File: src/hw/rtl/dhkt_pkg.sv
// dhkt_pkg: shared types, constants and hash step functions for the key table.
// Used by dhkt_front, dhkt_fifo, dhkt_back, the top and the testbench; depends on nothing.
package dhkt_pkg;

    localparam int SLOTS_DEF     = 64;
    localparam int KEY_BYTES_DEF = 8;

    localparam logic [1:0] KIND_SET    = 2'd0;
    localparam logic [1:0] KIND_GET    = 2'd1;
    localparam logic [1:0] KIND_REMOVE = 2'd2;

    localparam logic [2:0] ST_INSERTED = 3'd0;
    localparam logic [2:0] ST_UPDATED  = 3'd1;
    localparam logic [2:0] ST_ILLEGAL  = 3'd2;
    localparam logic [2:0] ST_FOUND    = 3'd3;
    localparam logic [2:0] ST_ABSENT   = 3'd4;
    localparam logic [2:0] ST_REMOVED  = 3'd5;
    localparam logic [2:0] ST_FULL     = 3'd6;

    // classified request handed from the front to the back
    typedef struct packed {
        logic [1:0]  kind;
        logic        empty;
        logic [63:0] key;
        logic [31:0] data;
        logic [31:0] home;
        logic [31:0] step;
    } req_t;

    // one SDBM round: c + h*65599
    function automatic logic [31:0] sdbm_step(input logic [31:0] h, input logic [7:0] c);
        sdbm_step = {24'd0, c} + (h << 6) + (h << 16) - h;
    endfunction

    // one round of the step hash
    function automatic logic [31:0] fnv_step(input logic [31:0] h, input logic [7:0] c);
        logic [31:0] x;
        x = h ^ {24'd0, c};
        fnv_step = x + (x << 1) + (x << 4) + (x << 7) + (x << 8) + (x << 24);
    endfunction

endpackage

File: src/hw/rtl/dhkt_fifo.sv
// dhkt_fifo: two-entry request queue between front and back.
// Depends on dhkt_pkg.
module dhkt_fifo (
    input  logic           aclk,
    input  logic           aresetn,
    input  logic           wr_valid,
    output logic           wr_ready,
    input  dhkt_pkg::req_t wr_req,
    output logic           rd_valid,
    input  logic           rd_ready,
    output dhkt_pkg::req_t rd_req
);
    dhkt_pkg::req_t ent_reg [2];
    logic           wp_reg, rp_reg;
    logic [1:0]     cnt_reg;
    logic           push, pop;

    assign wr_ready = (cnt_reg != 2'd2);
    assign rd_valid = (cnt_reg != 2'd0);
    assign rd_req   = ent_reg[rp_reg];
    assign push     = wr_valid && wr_ready;
    assign pop      = rd_valid && rd_ready;

    always_ff @(posedge aclk) begin
        if (push) begin
            ent_reg[wp_reg] <= wr_req;
        end
        if (!aresetn) begin
            wp_reg  <= 1'b0;
            rp_reg  <= 1'b0;
            cnt_reg <= 2'd0;
        end else begin
            if (push) wp_reg <= ~wp_reg;
            if (pop)  rp_reg <= ~rp_reg;
            cnt_reg <= cnt_reg + {1'b0, push} - {1'b0, pop};
        end
    end
endmodule

File: config.mk
export PLATFORM = sky130hd
export DESIGN_NAME = dhkt_fifo
export DESIGN_NICKNAME = d
export VERILOG_FILES = /design/src/hw/rtl/dhkt_pkg.sv /design/src/hw/rtl/dhkt_fifo.sv
export SDC_FILE = /design/constraint.sdc
export NUM_CORES = 1
export LEC_CHECK = 0
export BUFFER_PORTS_ARGS = -buffer_cell sky130_fd_sc_hd__buf_2
export CAP_MARGIN = 20
export CORE_ASPECT_RATIO = 1.25
export CORE_UTILIZATION = 40
export CTS_BUF_LIST = sky130_fd_sc_hd__clkbuf_8
export DETAILED_ROUTE_END_ITERATION = 10
export HOLD_SLACK_MARGIN = 0.15
export SLEW_MARGIN = 20
export SYNTH_ARGS = -nofsm -noshare
export SYNTH_HDL_FRONTEND = slang
export SYNTH_SLANG_ARGS = --single-unit
File: constraint.sdc
create_clock -name aclk -period 20.3 [get_ports aclk]
set_input_delay 2.03 -clock aclk [delete_from_list [all_inputs] [get_ports aclk]]
set_output_delay 2.03 -clock aclk [all_outputs]
set_load 0.02 [all_outputs]
; Word-level counts from Yosys, hierarchy flattened
; Memories as Yosys holds them, arrays and structs flattened. A register that Yosys moved wholly into a read port is not among the register bits.
; Cells that the tools add are included.
[word_totals]
register_bits = 4
ram_bits = 326
inputBits = 167
out_inout_bits = 165
mem_count = 1
[memory_table]
columns = memory, depth, word_bits, rd, rd_clocked_by_memory_dff, write_ports, line_no
row1 = ent_reg, 2, 163, 1, 1, 1, dhkt_fifo.sv:13  ; dhkt_pkg::req_t ent_reg [2];
[classes]
add_sub_neg = 2
n_eq_ne = 1
muxes = 4
n_bitwise = 2
n_reduce_logical = 3
[op_table]
columns = op, count
row1 = $mux W1, 4
row2 = $add A2 B1 Y2, 1
row3 = $logic_and A1 B1 Y1, 2
row4 = $ne A2 B2 Y1 const B, 1
row5 = $not A1 Y1, 2
row6 = $reduce_bool A2 Y1, 1
row7 = $sub A2 B1 Y2, 1

; Depth between registers and ports, before layout
; Gate-level depths: netlist (run 1).
[logic_depth]
word_depth = 4
ltp_mapped = 8
mapped_depth_nobuf = 8

; Worst setup path before layout (run 1)
; Ideal clock, no wire load.
[synth_timing]
path_kind = input to register
startpoint = input port wr_valid
endpoint = memory ent_reg[0][0] (netlist name) (enable)
setup_time_ps = 688
t_arrival_ps = 8894
path_slack_ps = 10718
stages = 2
n_path_buf = 0
path_cell_list = nand2_1 nor2_1
[synth_between]
elab_chain_len = 3
[synth_rtl]
columns = item, line_no
row1 = start: declaration, dhkt_fifo.sv:6  ; input logic wr_valid,
row2 = $logic_and A1 B1 Y1, dhkt_fifo.sv:21  ; assign push = wr_valid && wr_ready;
row3 = $mux W1, dhkt_fifo.sv:25  ; if (push) begin
row4 = $mux W1 (implied by the code), dhkt_fifo.sv:26  ; ent_reg[wp_reg] <= wr_req;
row5 = end: declaration, dhkt_fifo.sv:13
; No other way between the ends.

==> metrics.txt, run 1 <==
fin crit share 24.8%; met1 usage about 15%; post-synthesis net count 700; run status completed; Fill cells between 2000 and 3000; WHS between 0.5 and 0.6 ns; WP data arrival 3.00 ns; most used routing layer in global routing met2; fin util between 50% and 60%; Tightest Pin Transition ~1.0 ns; Multi-input gate area roughly 2200 sq um; IO Pins between 300 and 400; Routed WL roughly 24000 um; vias per cell between 4 and 5; total number of yosys warnings 0; CP Cell Sequence buf_4 > mux2_2 > buf_2; cells after synthesis roughly 530; synthesized area per cell around 23 sq um; Gates resized, CTS repair 0; Worst path max stage delay ~0.99 ns; slack of the critical path approximately 15 ns; Placer Congestion about 0.75; Placed Area between 10000 and 15000 sq um; max reg flops 326; Final Critical Period approximately 5.0 ns; Root Driver clkbuf_8; R2R cell count 4; Final Skew 0.0276 ns; Die Y-Extent between 150 and 200 um; unrepaired setup endpoints after global routing no; CP bufs+invs 2; Nets 1071; H-tree levels 2; pins over their slew limit 0; hold buffers post-CTS 0; Critical Path Source Type flop; Die W 159 um; Hold/Removal Path Class reg2reg; peak supply drop between 0.07 and 0.08 mV; area delta synth->final 24.4%; PD cells between 100 and 150 nW/um^2; Hold Vio Cnt, Final 0; max-cap violation count 0; initial antenna violation count 7; Sink Count around 330; M3 GR Usage 6.04%; full die area around 31000 sq um; CTS Buf Count 50; Hold Path Depth 2; synth top area cells edfxtp_1, mux2_4, mux2_2; hold path endpoint wp_reg$_SDFFE_PN0N_; post-CTS setup buffer count 0; fraction of layout cells with a size suffix above 1 about three fifths; synthesized area 12300 sq um; pre-CTS WS around 16 ns; Slew headroom between 30% and 40%; Max Fanout on Critical Path 65; # DRC 0; M2 GR Usage 26.3%; largest net degree at the start of global routing between 70 and 80; Clk Latency, worst-skew pair ~0.58 ns; Starting Density slightly above 40%; vias in the first global route 6405; Port-buffer cells 331; CTS clk-pin slew, worst paths roughly 0.06 ns; DRT antenna net count 0; CTS tree yes; Bufs on Longest Clock Path 3; Sum Neg Setup Slack 0 ns; R2R Path End ent_reg[0][151]$_DFFE_PP_; GR Util All Layers between 10 and 15%; DR WL/cell 17.6 um; post-synthesis sequential area ratio 80.6%; most frequent cells in the layout buf_2, edfxtp_1, mux2_2; Placeable Area 30100 sq um; DRT Pass-1 Iters 4; setup violators final 0; Critical Path Sink Type output port; R2R Path Start cnt_reg[0]$_SDFF_PN0_; critical path type reg2out; commonest non-fill, non-tap cell in the layout buf_2; slowest CP cell dfxtp_4; via count around 6000; Reg2Reg Setup Slack 17.73 ns; Row Count 71; HPWL after DPL 15500 um; synth unique cells 18; Synth area leader edfxtp_1; Hold Crit Start wp_reg$_SDFFE_PN0N_; first-pass GRT wire length 33900 um; Leakage between 5 and 6 nW; Critical Path RT around 18 ns; Final Instance Area between 15000 and 20000 sq um; Iteration-0 DRC Markers between 200 and 300; Top delay family on crit path flip-flops; Synth top area share approximately four fifths; register bit total from synthesis 331; fmax 199 MHz; Reg area roughly 10000 sq um; total grt overflow 0
-- synth_stat cells --
cell type	count
and2_1	2
and3_1	1
buf_2	9
buf_6	9
dfxtp_1	5
edfxtp_1	326
ha_1	2
inv_1	1
mux2_2	93
mux2_4	70
mux2i_1	1
nand2_1	2
nand2b_1	2
nor2_1	1
nor2b_1	2
o21a_1	1
or2_2	1
xnor2_1	3
-- metrics by stage --
stage	total power (W)	instances
after CTS	0.00193	1341
after global routing	0.00199	1345
after floorplan	0.00129	531
final	0.00190	1345
after global placement	0.00143	1251
after detailed placement	0.00143	1251
-- worst reg2reg max path: cells and delay by family, from the launching register on --
| family | cells | cell delay (ns) |
|---|---|---|
| flip-flops | 1 | 0.36 |
| AND/OR/NAND/NOR | 3 | 0.85 |
| buffers and inverters | 1 | 0.88 |
-- how the worst max path moves through the flow --
stage | slack [ns] | from | end | depth (start not counted)
final | 15.27 | flop | rd_req[69] | 3
after global routing | 15.00 | flop | rd_req[22] | 3
after CTS | 15.10 | flop | rd_req[41] | 3
after detailed placement | 15.72 | flop | rd_req[41] | 3
after global placement | 15.69 | flop | rd_req[87] | 3
after floorplan | 10.72 | wr_valid | ent_reg[0][0]$_DFFE_PP_ | 2
-- routing by layer --
layer / wire length, um / part of all wire (%)
met1: 8320 / 35
met5: 35 / 0.15
met3: 2180 / 9.2
met2: 12600 / 53
met4: 616 / 2.6
-- report_power, final --
part	internal (W)	switching [W]	leakage, nW	total [W]
sequential	0.000860	0.0000404	3.09	0.000901
combinational	0.000216	0.000288	2.24	0.000504
clock	0.000254	0.000240	0.524	0.000494
-- cells by family (layout without fill, tap and decap cells) --
group / Yosys count / in the layout / share of synthesized area, %
fa+ha+maj: 2 / 2 / 0.204
mux: 164 / 164 / 17.2
buf+inv: 19 / 428 / 1.22
compound gates: 1 / 1 / 0.0612
simple gates: 11 / 11 / 0.500
other cells: 0 / 4 / 0
flops: 331 / 331 / 80.6
xor+xnor: 3 / 3 / 0.214
-- final cells by class --
class / instances / share of cell area [%]
Antenna cell: 4 / 0.0656
Clock buffer: 53 / 4.78
Clock inverter: 37 / 1.17
Inverter: 1 / 0.0246
Multi-Input combinational cell: 181 / 14.7
Sequential cell: 331 / 64.8
Tap cell: 401 / 3.29
Timing Repair Buffer: 337 / 11.2
No activity file was read; power rests on OpenSTA's default activity.
==> run 2: changes to the inputs <==
Settings changed: PLACE_DENSITY set to 0.66.
Clock period 20.3 ns to 4.4 ns, I/O delays scaled along.
==> metrics.txt, run 2 (same netlist as run 1, synthesis figures left out) <==
pins over their slew limit 0; R2R Path Start cnt_reg[0]$_SDFF_PN0_; Row Count 71; Placeable Area between 30000 and 40000 sq um; switching power ~0.0027 W; Clk Latency, worst-skew pair roughly 0.57 ns; Starting Density between 40% and 50%; Placed Area approximately 14000 sq um; unrepaired setup endpoints after global routing no; DRT Pass-1 Iters 4; Critical Path Source Type flop; Critical Path RT a little under 4 ns; Root Driver clkbuf_8; fin crit share 67.2%; WHS between 0.3 and 0.4 ns; WP data arrival between 2 and 3 ns; largest net degree at the start of global routing roughly 160; Critical Path Sink Type output port; Routed WL 25200 um; Slew headroom 30.7%; post-CTS setup buffer count 0; Iteration-0 DRC Markers between 200 and 300; Placer Congestion roughly 0.73; Worst setup endpoint rd_req[27]; commonest non-fill, non-tap cell in the layout buf_2; setup violators final 0; DRT antenna net count 0; via count approximately 7000; internal power approximately 0.0064 W; fmax ~340 MHz; Max Fanout on Critical Path 70; max-cap violation count 0; run status completed; R2R cell count 4; first-pass GRT wire length between 30000 and 40000 um; most frequent cells in the layout buf_2, edfxtp_1, dlygate4sd3_1; critical path type reg2out; vias per cell 4.54; max reg flops about 330; total grt overflow 0; H-tree levels 2; Final Power 0.00907 W; switching share of power between 20 and 30%; Hold/Removal Path Class in2reg; area delta synth->final 38.6%; Reg2Reg Setup Slack between 2 and 2.5 ns; Sum Neg Setup Slack 0 ns; vias in the first global route around 7300; HPWL after DPL around 16000 um; Final Critical Period ~3.0 ns; CTS tree yes; peak supply drop 0.388 mV; sequential fraction of design power 45.6%; Tightest Pin Transition ~1.0 ns; initial antenna violation count 4; Hold Vio Cnt, Final 0; IO Pins between 300 and 400; Die W around 160 um; Die Y-Extent a little under 200 um; fin util between 50% and 60%; GR Util All Layers 15.9%; # DRC 0; Leakage 6.56 nW; DR WL/cell roughly 17 um; Comb power frac between 20 and 30%; Clock Power Share a little over a quarter; Sink Count 331; Bufs on Longest Clock Path 3; Final Instance Area ~17000 sq um; R2R Path End ent_reg[0][146]$_DFFE_PP_; fraction of layout cells with a size suffix above 1 between 50% and 60%; full die area 31400 sq um; CTS clk-pin slew, worst paths 0.06 ns; CTS Buf Count 50; Port-buffer cells between 300 and 400; Final Skew 0.0114 ns; Nets approximately 1200; PD cells between 500 and 600 nW/um^2
==> run 2: cell count changes in the layout (fill, tap and decap cells not counted), sizes merged <==
| cell | change |
|---|---|
| clkbuf | -2 |
| inv | -4 |
| diode | -2 |
| clkinvlp | +1 |
| dlygate4sd3 | +164 |
| clkinv | +3 |
| bufinv | +3 |
==> run 2: timing repair <==
action / CTS / global route
resized for setup: 0 / 0
hold buffers: 164 / 0
endpoints found under the hold margin: 330 / 0
setup endpoints to repair: 0 / 0
==> run 2: worst min path at each step <==
stage / startpoint / end / slack (ns) / cells past startpoint
floorplan: wp_reg$_SDFFE_PN0N_ / wp_reg$_SDFFE_PN0N_ / 0.49 / 2
finish: wr_valid / wp_reg$_SDFFE_PN0N_ / 0.32 / 3
CTS: wr_valid / wp_reg$_SDFFE_PN0N_ / 0.27 / 3
detailed placement: rp_reg$_SDFFE_PN0P_ / flop / 0.53 / 2
global route: wr_valid / wp_reg$_SDFFE_PN0N_ / 0.27 / 3
global placement: wp_reg$_SDFFE_PN0N_ / wp_reg$_SDFFE_PN0N_ / 0.51 / 2
==> run 2: power by group through the flow <==
| stage | Sequential (W) | Combinational (W) | Clock [W] |
|---|---|---|---|
| 3_3_place_gp | 0.00419 | 0.00241 | 0 |
| 6_report | 0.00413 | 0.00250 | 0.00243 |
| 2_1_floorplan | 0.00412 | 0.00177 | 0 |
| 3_5_place_dp | 0.00421 | 0.00242 | 0 |
| 4_1_cts | 0.00414 | 0.00254 | 0.00252 |
| 5_1_grt | 0.00417 | 0.00269 | 0.00266 |
==> run 2: layout make-up <==
cell class / count / area (sq um)
clock buffers: 51 / 702
diodes: 2 / 5.00
well taps: 401 / 502
inverters: 1 / 3.75
repair buffers: 501 / 3380
multi-input cells: 181 / 2240
flip-flops and latches: 331 / 9890
clock inverters: 40 / 270
fillers: 2319 / 13100
==> run 2: worst max-delay path, cell delays in order (launching register included) <==
cell     delay (ns)
dfxtp_4        0.86
buf_12         0.40
mux2_2         0.40
buf_2          0.16
==> run 2: per-stage QoR <==
step / std cells / setup WS (ns)
after CTS: 1506 / 1.34
after global routing: 1507 / 1.27
after floorplan: 531 / 0.769
final: 1508 / 1.44
after global placement: 1251 / 1.96
after detailed placement: 1251 / 1.98
==> run 2: metal layers <==
metal,routed length (um),track usage [%],up-vias
li1,-,-,3193
met1,9410,17.2,3335
met2,13100,27.6,251
met3,1980,5.71,58
met4,758,7.05,4
met5,18,0,-
