--- src/hw/rtl/dhkt_pkg.sv ---
// dhkt_pkg: shared types, constants and hash step functions for the key table.
// Used by dhkt_front, dhkt_fifo, dhkt_back, the top and the testbench; depends on nothing.
package dhkt_pkg;

    localparam int SLOTS_DEF     = 64;
    localparam int KEY_BYTES_DEF = 8;

    localparam logic [1:0] KIND_SET    = 2'd0;
    localparam logic [1:0] KIND_GET    = 2'd1;
    localparam logic [1:0] KIND_REMOVE = 2'd2;

    localparam logic [2:0] ST_INSERTED = 3'd0;
    localparam logic [2:0] ST_UPDATED  = 3'd1;
    localparam logic [2:0] ST_ILLEGAL  = 3'd2;
    localparam logic [2:0] ST_FOUND    = 3'd3;
    localparam logic [2:0] ST_ABSENT   = 3'd4;
    localparam logic [2:0] ST_REMOVED  = 3'd5;
    localparam logic [2:0] ST_FULL     = 3'd6;

    // classified request handed from the front to the back
    typedef struct packed {
        logic [1:0]  kind;
        logic        empty;
        logic [63:0] key;
        logic [31:0] data;
        logic [31:0] home;
        logic [31:0] step;
    } req_t;

    // one SDBM round: c + h*65599
    function automatic logic [31:0] sdbm_step(input logic [31:0] h, input logic [7:0] c);
        sdbm_step = {24'd0, c} + (h << 6) + (h << 16) - h;
    endfunction

    // one round of the step hash
    function automatic logic [31:0] fnv_step(input logic [31:0] h, input logic [7:0] c);
        logic [31:0] x;
        x = h ^ {24'd0, c};
        fnv_step = x + (x << 1) + (x << 4) + (x << 7) + (x << 8) + (x << 24);
    endfunction

endpackage

--- src/hw/rtl/dhkt_front.sv ---
// dhkt_front: accepts request words, trims the key and hashes it one byte per cycle.
// Depends on dhkt_pkg.
module dhkt_front #(
    parameter int KEY_BYTES = dhkt_pkg::KEY_BYTES_DEF
) (
    input  logic            aclk,
    input  logic            aresetn,
    input  logic            in_valid,
    output logic            in_ready,
    input  logic [1:0]      in_kind,
    input  logic [63:0]     in_key,
    input  logic [31:0]     in_data,
    output logic            req_valid,
    input  logic            req_ready,
    output dhkt_pkg::req_t  req
);
    localparam int CW = $clog2(KEY_BYTES + 1);

    typedef enum logic [1:0] {F_IDLE, F_HASH, F_OUT} fstate_t;

    fstate_t        state_reg;
    logic [CW-1:0]  idx_reg;
    logic [63:0]    raw_reg;
    logic [63:0]    key_reg;
    logic [1:0]     kind_reg;
    logic [31:0]    data_reg, h1_reg, h2_reg;
    logic [7:0]     cur_byte;

    assign cur_byte  = raw_reg[7:0];
    assign in_ready  = (state_reg == F_IDLE);
    assign req_valid = (state_reg == F_OUT);

    always_comb begin
        req.kind  = kind_reg;
        req.empty = (key_reg == 64'd0);
        req.key   = key_reg;
        req.data  = data_reg;
        req.home  = h1_reg;
        req.step  = h2_reg;
    end

    // one key byte per cycle until the terminator or KEY_BYTES
    always_ff @(posedge aclk) begin
        if (!aresetn) begin
            state_reg <= F_IDLE;
        end else begin
            unique case (state_reg)
                F_IDLE: begin
                    if (in_valid) begin
                        raw_reg   <= in_key;
                        key_reg   <= 64'd0;
                        kind_reg  <= in_kind;
                        data_reg  <= in_data;
                        h1_reg    <= 32'd0;
                        h2_reg    <= 32'd0;
                        idx_reg   <= '0;
                        state_reg <= F_HASH;
                    end
                end
                F_HASH: begin
                    if (cur_byte == 8'd0 || idx_reg == CW'(KEY_BYTES)) begin
                        state_reg <= F_OUT;
                    end else begin
                        h1_reg  <= dhkt_pkg::sdbm_step(h1_reg, cur_byte);
                        h2_reg  <= dhkt_pkg::fnv_step(h2_reg, cur_byte);
                        key_reg <= key_reg | ({56'd0, cur_byte} << {idx_reg, 3'b000});
                        raw_reg <= raw_reg >> 8;
                        idx_reg <= idx_reg + 1'b1;
                    end
                end
                F_OUT: begin
                    if (req_ready) begin
                        state_reg <= F_IDLE;
                    end
                end
                default: state_reg <= F_IDLE;
            endcase
        end
    end
endmodule

--- config.mk ---
export PLATFORM = sky130hd
export DESIGN_NAME = dhkt_front
export DESIGN_NICKNAME = d
export VERILOG_FILES = /design/src/hw/rtl/dhkt_pkg.sv /design/src/hw/rtl/dhkt_front.sv
export SDC_FILE = /design/constraint.sdc
export NUM_CORES = 1
export LEC_CHECK = 0
export BUFFER_PORTS_ARGS = -buffer_cell sky130_fd_sc_hd__clkbuf_2
export CORE_MARGIN = 2
export CORE_UTILIZATION = 48
export CTS_CLUSTER_DIAMETER = 100
export DETAILED_ROUTE_END_ITERATION = 8
export GPL_ROUTABILITY_DRIVEN = 0
export PLACE_DENSITY = 0.8
export RECOVER_POWER = 25
export SLEW_MARGIN = 20
export SYNTH_ARGS = -nofsm -noshare
export SYNTH_HDL_FRONTEND = slang
export SYNTH_SLANG_ARGS = --single-unit
export TNS_END_PERCENT = 10
--- constraint.sdc ---
create_clock -name aclk -period 12.5 [get_ports aclk]
set_input_delay 0.625 -clock aclk [delete_from_list [all_inputs] [get_ports aclk]]
set_output_delay 0.625 -clock aclk [all_outputs]
set_load 0.05 [all_outputs]
* Word-level counts from Yosys, hierarchy flattened
Cells that the tools add are included.
** Storage, ports and cells
- Logic and storage cells :: 53
- Output and inout bits :: 165
- Flip-flop bits (word level) :: 232
** Operators by class
- Reduce and logical (&&, ||, !) cells :: 8
- Bitwise gates (word level) :: 2
- $add $sub $neg :: 9
- Equal/unequal tests :: 7
- Multiplexer cells :: 18
- Shift-type cells :: 1
** Operators with widths (number)
- two-way mux 64 bit :: 4
- case mux 64 bit (2 select lines) :: 2
- adder 32 bit :: 6
- case mux 32 bit (2 select lines) :: 2
- two-way mux 32 bit :: 3
- logical NOT 64 bit :: 1
- bitwise OR 64 bit :: 1
- left shift 8 x 7 -> 64 bit :: 1
- adder 8 x 32 -> 32 bit :: 1
- subtractor 32 bit :: 1
- bitwise XOR 32 x 8 -> 32 bit :: 1
- logical NOT 8 bit :: 1
- two-way mux 4 bit :: 2
- case mux 4 bit (2 select lines) :: 1
- two-way mux 2 bit :: 3
- != test 2 bit (second input constant) :: 3
- case mux 2 bit (3 select lines) :: 1
- AND reduction 3 bit :: 2
- adder 4 x 1 -> 4 bit (second input constant) :: 1
- equality test 4 bit (second input constant) :: 1
- AND reduction 4 bit :: 1
- equality test 2 x 1 -> 1 bit (second input constant) :: 1
- equality test 2 bit (second input constant) :: 1
- logical NOT 2 bit :: 1
- other kinds (3) :: 3

* Logic depth before layout (Yosys ltp)
Gate-level depths: netlist of the first run.
- Depth in word-level cells :: 8
- Mapped depth :: 17

* Least setup slack after synthesis of the first run
No wires, ideal clock.
- Path type :: register to register
- From :: register state_reg[1]
- To :: register h1_reg[0] (enable)
- Library setup time :: 774 ps
- Period minus slack after synthesis :: 10582 ps
- Required time :: 11726 ps
- Cell stages (with the launch flop) :: 4
- Path slack :: 1918 ps
- Path buffers :: 0
- Arrival time :: 9808 ps
- Cells stage by stage :: dfxtp_1 nor2_1 a21oi_1 nor2b_1
** Between the ends
- Cells in the longest elaborated chain, start to end :: 3
- Elaborated cells between the ends (all ways) :: 6
- Those cells by class :: eq/ne (3); reduce/logical (3)
** RTL lines
- start, declared :: RTL line dhkt_front.sv:21 : fstate_t state_reg;
- start signal, assigned :: RTL line dhkt_front.sv:45 : state_reg <= F_IDLE;
- start signal, assigned :: RTL line dhkt_front.sv:57 : state_reg <= F_HASH;
- start signal, assigned :: RTL line dhkt_front.sv:62 : state_reg <= F_OUT;
- logical NOT 2 bit (*)
- net in_ready :: RTL line dhkt_front.sv:9 : output logic in_ready,
- != test 2 bit (no line) / nonzero test 2 bit (equally long branches)
- AND reduction 4 bit (no line) (*)
- end signal, assigned :: RTL line dhkt_front.sv:64 : h1_reg <= dhkt_pkg::sdbm_step(h1_reg, cur_byte);
- end, declared :: RTL line dhkt_front.sv:26 : logic [31:0] data_reg, h1_reg, h2_reg;
Mark *: on every way through the listed nets, which the timed path passes. The rest lies on a longest branch.
A chain may end at the register's enable or synchronous reset.

* Worst setup path in the final report of the first run
- From :: register raw_reg[2]
- To :: register h2_reg[24], data pin
** Between the ends
- Cells in the longest elaborated chain, start to end :: 8
** RTL lines
- start, declared :: RTL line dhkt_front.sv:23 : logic [63:0] raw_reg;
- start signal, assigned :: RTL line dhkt_front.sv:50 : raw_reg <= in_key;
- start signal, assigned :: RTL line dhkt_front.sv:67 : raw_reg <= raw_reg >> 8;
- bitwise XOR 32 x 8 -> 32 bit (*) :: RTL line dhkt_pkg.sv:38 : x = h ^ {24'd0, c};
- adder 32 bit (3 in a row) :: RTL line dhkt_pkg.sv:39 : fnv_step = x + (x << 1) + (x << 4) + (x << 7) + (x << 8) + (x << 24);
- adder 32 bit (*) (2 in a row) :: RTL line dhkt_pkg.sv:39
- two-way mux 32 bit (*) :: RTL line dhkt_front.sv:61 : if (cur_byte == 8'd0 || idx_reg == CW'(KEY_BYTES)) begin
- case mux 32 bit (2 select lines) (*) :: RTL line dhkt_front.sv:47 : unique case (state_reg)
- end signal, assigned :: RTL line dhkt_front.sv:65 : h2_reg <= dhkt_pkg::fnv_step(h2_reg, cur_byte);
- end, declared :: RTL line dhkt_front.sv:26
Mark *: on every way between the ends. The rest lies on a longest branch, timed or not. The select of a mux whose other input is x is not followed.

==> results.json, run 1 <==
{
  "post-route-min-period_ns": 5.081,
  "cp.arrival_ns": 5.35,
  "die_w_microns": 184.3,
  "slew_violations": 173,
  "worstPathCellList": "xnor2_1, inv_1, ha_1, inv_1, fa_1, inv_1, fa_1, ha_1, and3_2, a221o_1, a211oi_4, o211ai_2, a221oi_2, xor2_1, nor2_1",
  "post_drt_via_cell_ratio": 5.494,
  "clkLatencyLatePin_ns": 0.55,
  "grt_pass1_wl_mm": 64.72,
  "synth_largest_area_cell": "edfxtp_1",
  "cts-hold-fix-buffers": 0,
  "cpPeakStageDelay_ns": 0.65,
  "hold_viol_final": 0,
  "dominantRegCellSynth": "edfxtp_1",
  "status": "finished, violations left",
  "drive_gt1_share_pct": 16.57,
  "yosys_warnings": 0,
  "violations": "max-capacitance violations, max-slew violations",
  "start_util_pct": 48.33,
  "cap_viol_max_count": 3,
  "numCtsBuffers": 27,
  "dieHeight_microns": 184.3,
  "synth_top_area_share_pct": 44.26,
  "port_buffers": 266,
  "dp_hpwl_mm": 31.51,
  "antenna-diode-count": 0,
  "cts.sinks": 232,
  "ys_seq_area_share_pct": 44.52,
  "endpoint_kind": "register",
  "syn_area_sq_mm": 0.01560,
  "fin_nets": 2061,
  "relSlewSlack_pct": -141.4,
  "crit_type": "reg2reg",
  "ios": 267,
  "path_buf_inv": 3,
  "rows": 66,
  "critPathLaunchType": "register",
  "ys_seq_elements": 232,
  "syn_avg_cell_area_sq_um": 10.30,
  "wl_met2_mm": 20.29,
  "critical_path.max_fanout": 11,
  "async_flop_share_pct": 0,
  "crit_family": "adder cells",
  "slowest_stage": "edfxtp_1",
  "wl_met1_mm": 16.02,
  "routed_wl_mm": 41.63,
  "wl_per_cell_microns": 18.74,
  "skew_ns": 0.009092,
  "crit_top_cell": "inv_1",
  "required_ns": 12.77,
  "firstDrtPassIters": 5,
  "clk_pin_slew_worst_paths_ns": 0.06,
  "detail-route-antenna-nets": 0,
  "synth_area_leaders": "edfxtp_1, fa_1, ha_1, nand2_1, inv_1",
  "finalSetupViolCount": 0,
  "netlist_instances": 1515,
  "htreeDepth": 1,
  "worst_slew_pin_slew_ns": 3.621,
  "post_cts.repair.setup_buffers": 0,
  "met3_length_mm": 3.236,
  "synthToLayoutAreaGrowth_pct": 16.61,
  "cts_resized": 0,
  "drc": 0,
  "max_freq_mhz": 196.8,
  "tritoncts": "done",
  "rsz0062_at_grt": "no",
  "fin_tns_setup_ns": 0,
  "track_usage_pct": 24.43,
  "via_count": 12210,
  "coreArea_sq_mm": 0.03229,
  "hold_class": "in2reg",
  "root_buffer": "clkbuf_16",
  "overflow": 0,
  "synth-edff-count": 230,
  "fill_cells": 2727,
  "synth_nets": 1817,
  "clockBufferDepth": 3,
  "fin_crit_sh_pct": 40.65,
  "drtIter0Drc": 1130,
  "synth_cell_types": 66,
  "grt_antenna_before_repair": 0,
  "dieArea_sq_mm": 0.03397,
  "grt_max_degree": 197,
  "top_layer": "met4",
  "first_global_vias": 12270
}
==> cell families (layout without fill, tap and decap cells) <==
group / after synthesis / count (layout) / synth area share (%)
buf+inv: 271 / 536 / 6.768
simple gates: 487 / 487 / 13.79
compound gates: 261 / 261 / 10.58
xor+xnor: 59 / 59 / 3.312
flops: 232 / 232 / 44.52
fa+ha+maj: 200 / 200 / 20.70
mux: 5 / 5 / 0.3208
==> cell usage after synthesis, types with 4 or more instances <==
| cell | count |
|---|---|
| and2_1 | 20 |
| nor4_1 | 25 |
| nand2b_1 | 10 |
| clkbuf_1 | 43 |
| xor2_1 | 32 |
| nand4_1 | 16 |
| xnor2_1 | 27 |
| or2_2 | 5 |
| nand2_1 | 215 |
| o21ai_0 | 27 |
| nand3_1 | 23 |
| o21a_1 | 5 |
| nor3_1 | 17 |
| ha_1 | 103 |
| nor2_1 | 133 |
| o21bai_1 | 6 |
| a211oi_1 | 7 |
| a21o_1 | 24 |
| o31ai_1 | 5 |
| edfxtp_1 | 230 |
| a21oi_1 | 130 |
| fa_1 | 97 |
| nor3b_1 | 4 |
| and3_1 | 4 |
| o211ai_1 | 9 |
| o22ai_1 | 4 |
| a31oi_1 | 4 |
| buf_1 | 5 |
| mux2i_1 | 5 |
| inv_1 | 213 |
| a41oi_1 | 5 |
| nor2b_1 | 8 |
==> placed cells by master, fill, tap and decap left out, types with 7 or more instances in the layout <==
cell type,count
inv_1,213
clkbuf_1,42
nor2b_1,7
nor4_1,25
a21oi_1,130
clkbuf_16,27
ha_1,103
xor2_1,32
fa_1,97
a211oi_1,7
o21ai_0,27
nand2b_1,10
xnor2_1,27
nor2_1,133
nor3_1,17
a21o_1,24
nand2_1,215
and2_1,14
clkbuf_2,229
edfxtp_1,230
nand4_1,16
o211ai_1,9
nand3_1,23
==> path summary, 6_finish.rpt <==
| check | from | to | slack (ns) | cells past startpoint |
|---|---|---|---|---|
| hold / removal | in_data[22] | data_reg[22]$_DFFE_PP_ | 0.25 | 1 |
| setup / recovery | raw_reg[2]$_DFFE_PP_ | h2_reg[24]$_SDFFCE_PN0P_ | 7.42 | 15 |
| setup reg to reg | raw_reg[2]$_DFFE_PP_ | h2_reg[24]$_SDFFCE_PN0P_ | 7.42 | 15 |
| hold reg to reg | raw_reg[22]$_DFFE_PP_ | raw_reg[14]$_DFFE_PP_ | 0.51 | 2 |
==> worst register-to-register path, stage by stage, from the launching register on <==
cell and delay, ns:
edfxtp_1 0.65, xnor2_1 0.61, inv_1 0.20, ha_1 0.32, inv_1 0.06, fa_1 0.53, inv_1 0.05, fa_1 0.44
ha_1 0.37, and3_2 0.20, a221o_1 0.40, a211oi_4 0.35, o211ai_2 0.15, a221oi_2 0.27, xor2_1 0.17, nor2_1 0.05
==> metal layers <==
layer / up-vias / GRT usage, %
met5: - / 0
li1: 5643 / -
met1: 5806 / 30.46
met4: 0 / 10.66
met3: 135 / 4.782
met2: 623 / 41.38
==> per-stage QoR <==
step | cell area (sq um) | instances | setup WS (ns) | utilization, % | hold WS (ns)
global placement | 17320 | 2172 | 7.524 | 53.64 | 0.4917
floorplan | 15600 | 1515 | 1.918 | - | 0.4836
detailed placement | 17320 | 2172 | 7.456 | 53.64 | 0.4949
global route | 18200 | 2222 | 7.141 | 56.35 | 0.2267
finish | 18200 | 2222 | 7.419 | 56.35 | 0.2494
CTS | 18260 | 2222 | 7.448 | 56.56 | 0.2264
==> area by class of cell <==
cell class / instances / area (sq um) / share of cell area (%)
clock buffers: 30 / 686.9 / 3.775
clock inverters: 20 / 257.7 / 1.417
inverters: 213 / 799.5 / 4.394
multi-input cells: 1012 / 7609 / 41.82
flip-flops and latches: 232 / 6947 / 38.18
well taps: 442 / 553.0 / 3.039
repair buffers: 273 / 1343 / 7.379
Power of run 1 is left out: the tool's default activity adds up to more than one toggle a clock period on the data nets, which glitch-free logic cannot reach.
==> run 2, diff against run 1 <==
--- a/config.mk
+++ b/config.mk
@@ -11,7 +11,7 @@
 export CTS_CLUSTER_DIAMETER = 100
 export DETAILED_ROUTE_END_ITERATION = 8
 export GPL_ROUTABILITY_DRIVEN = 0
-export PLACE_DENSITY = 0.8
+export PLACE_DENSITY = 0.83
 export RECOVER_POWER = 25
 export SLEW_MARGIN = 20
 export SYNTH_ARGS = -nofsm -noshare
==> constraint.sdc (replaced) <==
create_clock -name aclk -period 4.1 [get_ports aclk]
set_input_delay 0.205 -clock aclk [delete_from_list [all_inputs] [get_ports aclk]]
set_output_delay 0.205 -clock aclk [all_outputs]
set_load 0.05 [all_outputs]
==> run 2 against run 1 <==
- the flow finishes with violations (negative setup slack)
- utilization rose by 5.8 points
- via count rose by 9.7%
- hold slack got worse by 0.21 ns
- cell count rose by 8.6%
- routed wire length rose by 13%
- global-route usage rose by 2.8 points
- worst setup slack got worse by 7.6 ns
- sequential share of layout area fell by 3.5 points
- critical path type unchanged
==> results.json, run 2 (same netlist as run 1, synthesis figures left out) <==
{
  "final_common_cell": "edfxtp_1",
  "die_w_microns": 184.3,
  "endpoint_kind": "register",
  "overflow": 0,
  "hold_class": "in2reg",
  "met3_length_mm": 4.430,
  "drtIter0Drc": 1211,
  "dp_hpwl_mm": 32.71,
  "start_util_pct": 48.33,
  "layout_common_cells": "edfxtp_1, nand2_1, inv_1, clkbuf_2, nor2_1",
  "skew_ns": 0.01152,
  "status": "finished, violations left",
  "holdPathEnd": "raw_reg[40]$_DFFE_PP_",
  "drive_gt1_share_pct": 18.22,
  "via_count": 13390,
  "final_area_sq_mm": 0.02005,
  "root_buffer": "clkbuf_16",
  "cap_viol_max_count": 0,
  "drc": 0,
  "post_dp_cell_area_sq_mm": 0.01820,
  "dieHeight_microns": 184.3,
  "required_ns": 4.36,
  "hold_depth": 3,
  "routed_wl_mm": 46.95,
  "r2r_cells": 17,
  "grt_antenna_before_repair": 1,
  "wl_met2_mm": 22.84,
  "post_drt_via_cell_ratio": 5.548,
  "post-route-min-period_ns": 4.286,
  "numCtsBuffers": 26,
  "violations": "negative setup slack",
  "finalSetupViolCount": 10,
  "rsz0062_at_grt": "yes",
  "first_global_vias": 13620,
  "min_from": "in_key[40]",
  "htreeDepth": 1,
  "hold_viol_final": 0,
  "critPathLaunchType": "register",
  "clockBufferDepth": 3,
  "synthToLayoutAreaGrowth_pct": 28.51,
  "ios": 267,
  "worst_slew_pin_slew_ns": 1.005,
  "detail-route-antenna-nets": 0,
  "grt_max_degree": 79,
  "rr_startpoint": "raw_reg[6]$_DFFE_PP_",
  "port_buffers": 266,
  "wl_per_cell_microns": 19.46,
  "r2r_end": "h2_reg[24]$_SDFFCE_PN0P_",
  "reg2reg_setup_slack_ns": -0.19,
  "max_freq_mhz": 233.3,
  "clkLatencyLatePin_ns": 0.54,
  "wl_met1_mm": 17.44,
  "crit_type": "reg2reg",
  "relSlewSlack_pct": 32.46,
  "tritoncts": "done",
  "top_layer": "met4",
  "dieArea_sq_mm": 0.03397,
  "grt_pass1_wl_mm": 72.00,
  "track_usage_pct": 27.27,
  "fin_crit_sh_pct": 104.5,
  "firstDrtPassIters": 6,
  "clk_pin_slew_worst_paths_ns": 0.06,
  "coreArea_sq_mm": 0.03229,
  "fin_nets": 2254,
  "cp.arrival_ns": 4.54,
  "cts.sinks": 232,
  "setup_ws_ns": -0.1864,
  "slew_violations": 0,
  "rows": 66,
  "critical_path.max_fanout": 7
}
## run 2: changes by cell type in the layout (fill, tap and decap cells not counted), sizes merged
cell and change:
clkinv -4, clkinvlp -2, clkbuf +3, inv -2
bufinv -1, dlygate4sd3 +93, diode +1, buf +103
## run 2: metrics by stage
stage | utilization [%] | std cells | worst slack [ns] | hold slack (ns) | TNS, ns
6_report | 62.10 | 2413 | -0.1864 | 0.03503 | -0.8603
5_1_grt | 62.10 | 2413 | -0.4086 | 0.03468 | -3.042
4_1_cts | 61.95 | 2406 | -0.1814 | 0.002328 | -1.174
3_5_place_dp | 56.36 | 2266 | -0.1918 | 0.3837 | -1.165
3_3_place_gp | 56.36 | 2266 | -0.08621 | 0.3822 | -0.2005
2_1_floorplan | - | 1515 | -0.2662 | 0.3039 | -44.67
## run 2: cell type report
| cell class | count | area [sq um] |
|---|---|---|
| fill | 2518 | 12240 |
| multi-input combinational | 1012 | 7898 |
| sequential | 232 | 6947 |
| timing repair buffer | 467 | 3000 |
| inverter | 213 | 799.5 |
| clock buffer | 35 | 684.4 |
| tap | 442 | 553.0 |
| clock inverter | 11 | 167.7 |
| antenna | 1 | 2.502 |
## run 2: what timing repair did
action | CTS | global route
endpoints found under the setup margin | 16 | 18
buffers inserted | 1 | 6
pin swaps | 5 | 17
hold buffers | 93 | 0
resized for setup | 6 | 28
endpoints found under the hold margin | 92 | 0
## run 2: metal layers
| metal | up-vias | global-route usage [%] |
|---|---|---|
| li1 | 6041 | - |
| met1 | 6373 | 33.46 |
| met2 | 825 | 46.32 |
| met3 | 148 | 5.710 |
| met4 | 0 | 12.35 |
| met5 | - | 0 |
## run 2: how the worst max path moves through the flow
stage / start / end
global placement: raw_reg[3]$_DFFE_PP_ / h2_reg[24]$_SDFFCE_PN0P_
floorplan: h2_reg[0]$_SDFFCE_PN0P_ / h2_reg[24]$_SDFFCE_PN0P_
detailed placement: raw_reg[1]$_DFFE_PP_ / h2_reg[30]$_SDFFCE_PN0P_
CTS: raw_reg[5]$_DFFE_PP_ / h2_reg[24]$_SDFFCE_PN0P_
finish: raw_reg[6]$_DFFE_PP_ / h2_reg[24]$_SDFFCE_PN0P_
global route: raw_reg[6]$_DFFE_PP_ / h2_reg[24]$_SDFFCE_PN0P_
## run 2: worst max-delay path: stages, from the launching register on
cell and delay, ns:
edfxtp_1 0.47, xor2_4 0.24, buf_12 0.15, ha_1 0.29, fa_1 0.55, inv_1 0.05
fa_1 0.48, inv_1 0.05, ha_1 0.28, buf_4 0.17, a21oi_1 0.17, o22ai_2 0.13
buf_4 0.16, a211oi_4 0.20, o211ai_2 0.13, a221oi_2 0.27, xor2_1 0.18, nor2_1 0.05
Power of run 2 is left out for the same reason.
